File: src/design/gcsi_pkg.sv
// Shared constants, register codes and width helpers for the colour gradient stop interpolator.
package gcsi_pkg;

  localparam int MAX_STOPS_DEF    = 4;
  localparam int CHANNEL_BITS_DEF = 12;

  localparam int NUM_CH      = 4;
  localparam int POS_W       = 16;
  localparam int DIFF_W      = POS_W + 1;
  localparam int SLOT_W      = 12;
  localparam int WORD_W      = 64;
  localparam int CFG_IDX_W   = 3;
  localparam int COUNT_W     = 3;
  localparam int QUEUE_DEPTH = 2;

  typedef enum logic [CFG_IDX_W-1:0] {
    REG_STOP_COUNT  = 3'd0,
    REG_STOP_WORD_0 = 3'd1,
    REG_STOP_WORD_1 = 3'd2,
    REG_STOP_WORD_2 = 3'd3,
    REG_STOP_WORD_3 = 3'd4
  } cfg_reg_t;

  // Job layout: base colours, channel deltas, denominator, position offset.
  function automatic int job_width(int cb);
    return 2 * DIFF_W + NUM_CH * (2 * cb + 1);
  endfunction

  // LSB of a channel's 12-bit slot in a stop word; channel 0 is red.
  function automatic int slot_lsb(int ch);
    return WORD_W - POS_W - SLOT_W * (ch + 1);
  endfunction

endpackage

File: src/design/gcsi_queue.sv
// Small FIFO that decouples the classification front end from the arithmetic back end.
module gcsi_queue #(
  parameter int WIDTH = 8,
  parameter int DEPTH = gcsi_pkg::QUEUE_DEPTH
) (
  input  logic             clk,
  input  logic             rst_n,
  input  logic             push_valid,
  output logic             push_ready,
  input  logic [WIDTH-1:0] push_data,
  output logic             pop_valid,
  input  logic             pop_ready,
  output logic [WIDTH-1:0] pop_data
);

  localparam int PTR_W = (DEPTH > 1) ? $clog2(DEPTH) : 1;
  localparam int CNT_W = $clog2(DEPTH + 1);

  logic [WIDTH-1:0] mem_r [DEPTH];
  logic [PTR_W-1:0] wr_ptr_r;
  logic [PTR_W-1:0] rd_ptr_r;
  logic [CNT_W-1:0] count_r;
  logic             do_push;
  logic             do_pop;

  assign push_ready = (count_r != CNT_W'(DEPTH));
  assign pop_valid  = (count_r != '0);
  assign pop_data   = mem_r[rd_ptr_r];
  assign do_push    = push_valid && push_ready;
  assign do_pop     = pop_valid && pop_ready;

  always_ff @(posedge clk) begin
    if (!rst_n) begin
      wr_ptr_r <= '0;
      rd_ptr_r <= '0;
      count_r  <= '0;
    end else begin
      if (do_push) begin
        wr_ptr_r <= (wr_ptr_r == PTR_W'(DEPTH - 1)) ? '0 : wr_ptr_r + PTR_W'(1);
      end
      if (do_pop) begin
        rd_ptr_r <= (rd_ptr_r == PTR_W'(DEPTH - 1)) ? '0 : rd_ptr_r + PTR_W'(1);
      end
      if (do_push && !do_pop) begin
        count_r <= count_r + CNT_W'(1);
      end else if (do_pop && !do_push) begin
        count_r <= count_r - CNT_W'(1);
      end
    end
  end

  always_ff @(posedge clk) begin
    if (do_push) begin
      mem_r[wr_ptr_r] <= push_data;
    end
  end

endmodule

File: config.mk
export PLATFORM = sky130hd
export DESIGN_NAME = gcsi_queue
export DESIGN_NICKNAME = d
export VERILOG_FILES = /design/src/design/gcsi_pkg.sv /design/src/design/gcsi_queue.sv
export SDC_FILE = /design/constraint.sdc
export NUM_CORES = 1
export LEC_CHECK = 0
export ABC_CLOCK_PERIOD_IN_PS = 2100
export BUFFER_PORTS_ARGS = -buffer_cell sky130_fd_sc_hd__clkbuf_2
export CAP_MARGIN = 20
export CORE_ASPECT_RATIO = 0.7
export CORE_MARGIN = 3
export CORE_UTILIZATION = 35
export CTS_CLUSTER_DIAMETER = 80
export DETAILED_ROUTE_END_ITERATION = 10
export MAX_ROUTING_LAYER = met4
export PLACE_DENSITY_LB_ADDON = 0.2
export SETUP_SLACK_MARGIN = 0.15
export SYNTH_ARGS = -nofsm -noshare
export SYNTH_HDL_FRONTEND = slang
export SYNTH_SLANG_ARGS = --single-unit
File: constraint.sdc
create_clock -name clk -period 2.1 [get_ports clk]
set_clock_uncertainty 0.05 [all_clocks]
set_input_delay 0.525 -clock clk [delete_from_list [all_inputs] [get_ports clk]]
set_output_delay 0.525 -clock clk [all_outputs]
set_load 0.05 [all_outputs]
==> reports/qor.csv, run 1 <==
metric,value,unit
layout.filler_cells,210,
period_needed,1.891,ns
final_cell_mix,"clkbuf_2, edfxtp_1, mux2_2",
placement.io_buffers,21,
routedWlPerCell,12.19,µm
relSlewSlack,74.35,%
dr.max_layer_used,met3,
clock_tree_from_tritoncts,done,
routed-wl-met2,570,µm
first_global_vias,413,
design.die.area,0.002935,mm²
r2r_start,count_r[0],
ys_top_cells_by_area,"edfxtp_1, dfxtp_1, mux2_2",
worstPathMaxFanout,8,
hold_path_startpoint,push_data[4],
post_synth_instance_area,809.5,µm²
grt_util_all_layers,9.352,%
report.power.total,1.311,mW
cp_data_arrival_time,1.32,ns
dieWidth,63.48,µm
synth_enable_flop_cells,16,
syn-mean-instance-area,16.19,µm²
cts_buffers,3,
critPathLaunchType,flip-flop,
synthesis.instances,50,
first_pass_grt_wire_length,1.883,mm
synthesis.nets,63,
fin_tns_setup,0,ns
hold_buffers,0,
routabilityCongestion,0.6349,
route.vias.total,455,
pre_cts_slack,0.3790,ns
synth.yosys.seq_area_share,71.72,%
drt-initial-drc-count,14,
synth_top_area_share,59.35,%
syn2layout_area_growth,20.71,%
fmax,0.5289,GHz
post_route_wl,1.268,mm
drive_gt1_share,48.65,%
grt_antenna_before_repair,0,
clkSlewWorstSetupHoldPaths,0.11,ns
synthFlopType,edfxtp_1,
layout.cells.most_common,clkbuf_2,
cts_num_sinks,21,
routed-wl-met3,87,µm
leakage,0.3930,nW
fp-row-count,13,
antenna-diode-count,0,
worst_slew_pin_slew,0.3847,ns
cap_viol_max_count,0,
setup.worst_path.class,flip-flop to output pin,
detail_route.wirelength.met1,610,µm
postLayoutSetupSlackWorst,0.2091,ns
clock-root-buffer,clkbuf_4,
detailedRoute.firstPassIterationCount,4,
io_pins,22,
synth.ff_latch_count,21,
drc,0,
rsz0062_at_grt,false,
power_density,1342,mW/mm²
worst_hold_path_type,primary input to flip-flop,
status,"complete, no violations",
grt_start_max_net_pins,12,
synthesis.yosys.warnings,0,
overflow,0,
floorplan.die.height,46.24,µm
post-synth-top-area-cell,edfxtp_1,
dp.cells,100,
vdd_ir_drop_max,0.4070,mV
finish.cell_count_without_fillers,104,
vias_per_cell,4.375,
asyncSetResetFlopFracSynth,0,%
cts.path.max_buffers,2,
hold_viol,0,
start_util,40.14,%
detailed_place_hpwl,907.3,µm
nets,88,
htreeDepth,1,
clk_latency,0.30,ns
netlist-cell-type-count,17,
required_time_at_the_endpoint_of_the_critical_path,1.52,ns
drtAntennaViolNets,0,
cp-end-kind,output pin,
final-max-slew-violation-count,0,
fin_crit_sh,90.04,%
design.core.area,0.002017,mm²
finalSetupViolCount,0,
path summary, 6_finish.rpt:
| check | slack, ns | cells after the start | endpoint |
|---|---|---|---|
| setup / recovery | 0.21 | 2 | pop_data[0] |
| hold / removal | 0.36 | 1 | mem_r[1][4] |
| setup reg to reg | 0.48 | 5 | count_r[1] |
| hold reg to reg | 0.47 | 2 | rd_ptr_r |
synthesized netlist by cell type, types with 2 or more instances:
library cell   n
nor2_1         3
dfxtp_1        5
inv_1          2
mux2_2         8
xor2_1         3
a21oi_1        2
o21ai_0        2
edfxtp_1      16
flip-flops by register name, indices dropped and copies added (netlist names), named ones only:
name / flops
count_r: 2
mem_r: 16
wr_ptr_r: 1
rd_ptr_r: 1
per-stage QoR:
| stage | util (%) | hold WS (ns) | cell area [µm²] |
|---|---|---|---|
| final | 48.45 | 0.3563 | 977.2 |
| after detailed placement | 46.96 | 0.4457 | 947.2 |
| after CTS | 48.45 | 0.3444 | 977.2 |
| after global placement | 46.96 | 0.4384 | 947.2 |
| after global routing | 48.45 | 0.3365 | 977.2 |
| after floorplan | - | 0.4225 | 809.5 |
repair_timing:
action / 4_1_cts / 5_1_grt
gates resized for setup: 2 / 0
setup endpoints to repair: 8 / 0
hold endpoints to repair: 0 / 0
buffers inserted: 0 / 0
logic make-up after synthesis:
| group | count (synthesis) | share of synthesized area [%] |
|---|---|---|
| flops | 21 | 71.72 |
| simple gates | 9 | 7.112 |
| mux | 8 | 11.13 |
| compound gates | 5 | 3.710 |
| xor+xnor | 3 | 3.246 |
| buf+inv | 3 | 1.545 |
| fa+ha+maj | 1 | 1.545 |
power by group:
group	internal (mW)	switching [mW]
sequential	0.531	0.0559
clock	0.0741	0.114
combinational	0.172	0.363
metal layers:
layer	GRT usage (%)	vias up
met2	14.11	19
met1	10.92	205
met5	-	-
met3	5.122	0
met4	2.575	0
li1	-	231
worst max-delay path: stages (launching register included):
cell,delay (ns)
dfxtp_4,0.43
mux2_2,0.35
clkbuf_2,0.24
area by class of cell:
type / count / area, µm² / area share [%]
Clock buffer: 4 / 26.28 / 2.689
Sequential cell: 21 / 584.3 / 59.80
Multi-Input combinational cell: 26 / 216.5 / 22.15
Tap cell: 30 / 37.54 / 3.841
Inverter: 2 / 7.507 / 0.7682
Timing Repair Buffer: 21 / 105.1 / 10.76
(Power assumes the default switching activity.)
==> run 2, diff against run 1 <==
--- a/config.mk
+++ b/config.mk
@@ -13,6 +13,7 @@
 export CORE_UTILIZATION = 35
 export CTS_CLUSTER_DIAMETER = 80
 export DETAILED_ROUTE_END_ITERATION = 10
+export GPL_TIMING_DRIVEN = 0
 export MAX_ROUTING_LAYER = met4
 export PLACE_DENSITY_LB_ADDON = 0.2
 export SETUP_SLACK_MARGIN = 0.15
==> constraint.sdc (replaced) <==
create_clock -name clk -period 2.1 [get_ports clk]
set_clock_uncertainty 0.05 [all_clocks]
set_input_delay 0.525 -clock clk [delete_from_list [all_inputs] [get_ports clk]]
set_output_delay 0.525 -clock clk [all_outputs]
set_load 0.01 [all_outputs]
==> run 2 against run 1 <==
Against the previous run: count of clock-buffer cells in the layout fell by 1; wire length fell by 2.4%; final cell count rose by 0.96%; largest cell class unchanged; largest power group unchanged.
==> reports/qor.csv, run 2 (synthesis results as in run 1) <==
metric,value,unit
cp-end-kind,output pin,
first_global_vias,473,
postLayoutSetupSlackWorst,0.2570,ns
power.share.clock,16.8,%
total_switching_power,0.3299,mW
fin_crit_sh,87.76,%
vdd_ir_drop_max,0.4523,mV
biggestRegsByFlops,"mem_r (16), count_r (2)",
overflow,0,
post_route_wl,1.238,mm
postCtsResizedCells,0,
power_frac_comb,32.4,%
hold_path_startpoint,push_data[4],
fin_tns_setup,0,ns
largest_reg_flops,16,
fmax,0.5426,GHz
largest_register,mem_r,
worstPathMaxFanout,8,
critPathLaunchType,flip-flop,
drtAntennaViolNets,0,
rsz0062_at_grt,false,
drt-initial-drc-count,10,
hold_viol,0,
pre_cts_slack,0.3778,ns
floorplan.die.height,46.24,µm
final_cell_mix,"clkbuf_2, edfxtp_1, mux2_2",
grt_antenna_before_repair,0,
r2r_start,count_r[0],
grt_util_all_layers,10.46,%
nets,89,
cts_buffers,3,
routedWlPerCell,11.79,µm
cts_num_sinks,21,
clkSlewWorstSetupHoldPaths,0.12,ns
design.core.area,0.002017,mm²
placement.io_buffers,21,
timing.critical_path.slowest_stage_cell,mux2_2,
io_pins,22,
reg2reg_depth,5,
first_pass_grt_wire_length,2.104,mm
required_time_at_the_endpoint_of_the_critical_path,1.52,ns
clock-root-buffer,clkbuf_4,
finalSetupViolCount,0,
clk_latency,0.30,ns
cpPeakStageDelay,0.35,ns
power.internal,0.7795,mW
r2r_setup_slack,0.46,ns
critical_path_cell_sequence,"buf_4, mux2_2, clkbuf_2",
setup.worst_path.class,flip-flop to output pin,
hold-path-cell-count,1,
fp-row-count,13,
hold_slack,0.3561,ns
clock_tree_from_tritoncts,done,
antenna-diode-count,0,
detailedRoute.firstPassIterationCount,3,
period_needed,1.843,ns
drc,0,
final-max-slew-violation-count,0,
cts.path.max_buffers,2,
cap_viol_max_count,0,
vias_per_cell,4.448,
worst_hold_path_type,primary input to flip-flop,
worstHoldEndpoint,mem_r[1][4],
syn2layout_area_growth,21.33,%
design.die.area,0.002935,mm²
drive_gt1_share,49.33,%
relSlewSlack,73.78,%
power_switching_share,29.74,%
relative_contribution_of_sequential_cells_to_total_power,50.8,%
routabilityCongestion,0.6588,
grt_start_max_net_pins,13,
hold_buffers,0,
start_util,40.14,%
cp_data_arrival_time,1.27,ns
layout.cells.most_common,clkbuf_2,
reg2reg_to,count_r[1],
dieWidth,63.48,µm
power_density,1130,mW/mm²
route.vias.total,467,
htreeDepth,1,
leakage,0.4003,nW
worst_slew_pin_slew,0.3932,ns
status,"complete, no violations",
post_cts_buffers,0,
[run 2: how the worst max path moves through the flow]
stage,startpoint,end,slack [ns],cells after the start
2_1_floorplan,pop_ready,count_r[1],0.53,4
3_3_place_gp,pop_ready,count_r[1],0.39,5
3_5_place_dp,pop_ready,count_r[1],0.38,5
4_1_cts,flip-flop,pop_data[0],0.16,3
5_1_grt,flip-flop,pop_data[0],0.17,3
6_report,flip-flop,pop_data[0],0.26,3
[run 2: power by group through the flow]
stage               combinational [mW]  clock [mW]  sequential (mW)
floorplan                        0.253           0            0.564
global placement                 0.357           0            0.571
detailed placement               0.364           0            0.574
CTS                              0.366       0.197            0.564
global route                     0.404       0.219            0.573
finish                           0.360       0.186            0.564
[run 2: critical path: cells and delay by family, from the launching register on]
kind	cells	cell delay [ns]
buf+inv	2	0.29
mux	1	0.35
flops	1	0.33
[run 2: layout make-up]
| type | instances | area (µm²) |
|---|---|---|
| buffer | 1 | 7.507 |
| clock buffer | 3 | 22.52 |
| clock inverter | 1 | 5.005 |
| fill | 203 | 1035 |
| inverter | 2 | 7.507 |
| multi-input combinational | 26 | 216.5 |
| sequential | 21 | 580.6 |
| tap | 30 | 37.54 |
| timing repair buffer | 21 | 105.1 |
[run 2: per-layer routing]
metal  vias to the layer above  track usage [%]  part of all wire (%)
met5                         -                -                     0
met4                         0            5.150                   1.9
met3                         4            4.390                   5.7
met2                        16            15.98                    48
met1                       217            12.08                    45
li1                        230                -                     -
[run 2: per-stage QoR]
step | instances | cell area (µm²) | utilization, % | power (mW)
5_1_grt | 105 | 982.2 | 48.70 | 1.196
6_report | 105 | 982.2 | 48.70 | 1.109
2_1_floorplan | 50 | 809.5 | - | 0.8173
3_3_place_gp | 101 | 952.2 | 47.21 | 0.9278
3_5_place_dp | 101 | 952.2 | 47.21 | 0.9380
4_1_cts | 105 | 979.7 | 48.57 | 1.126
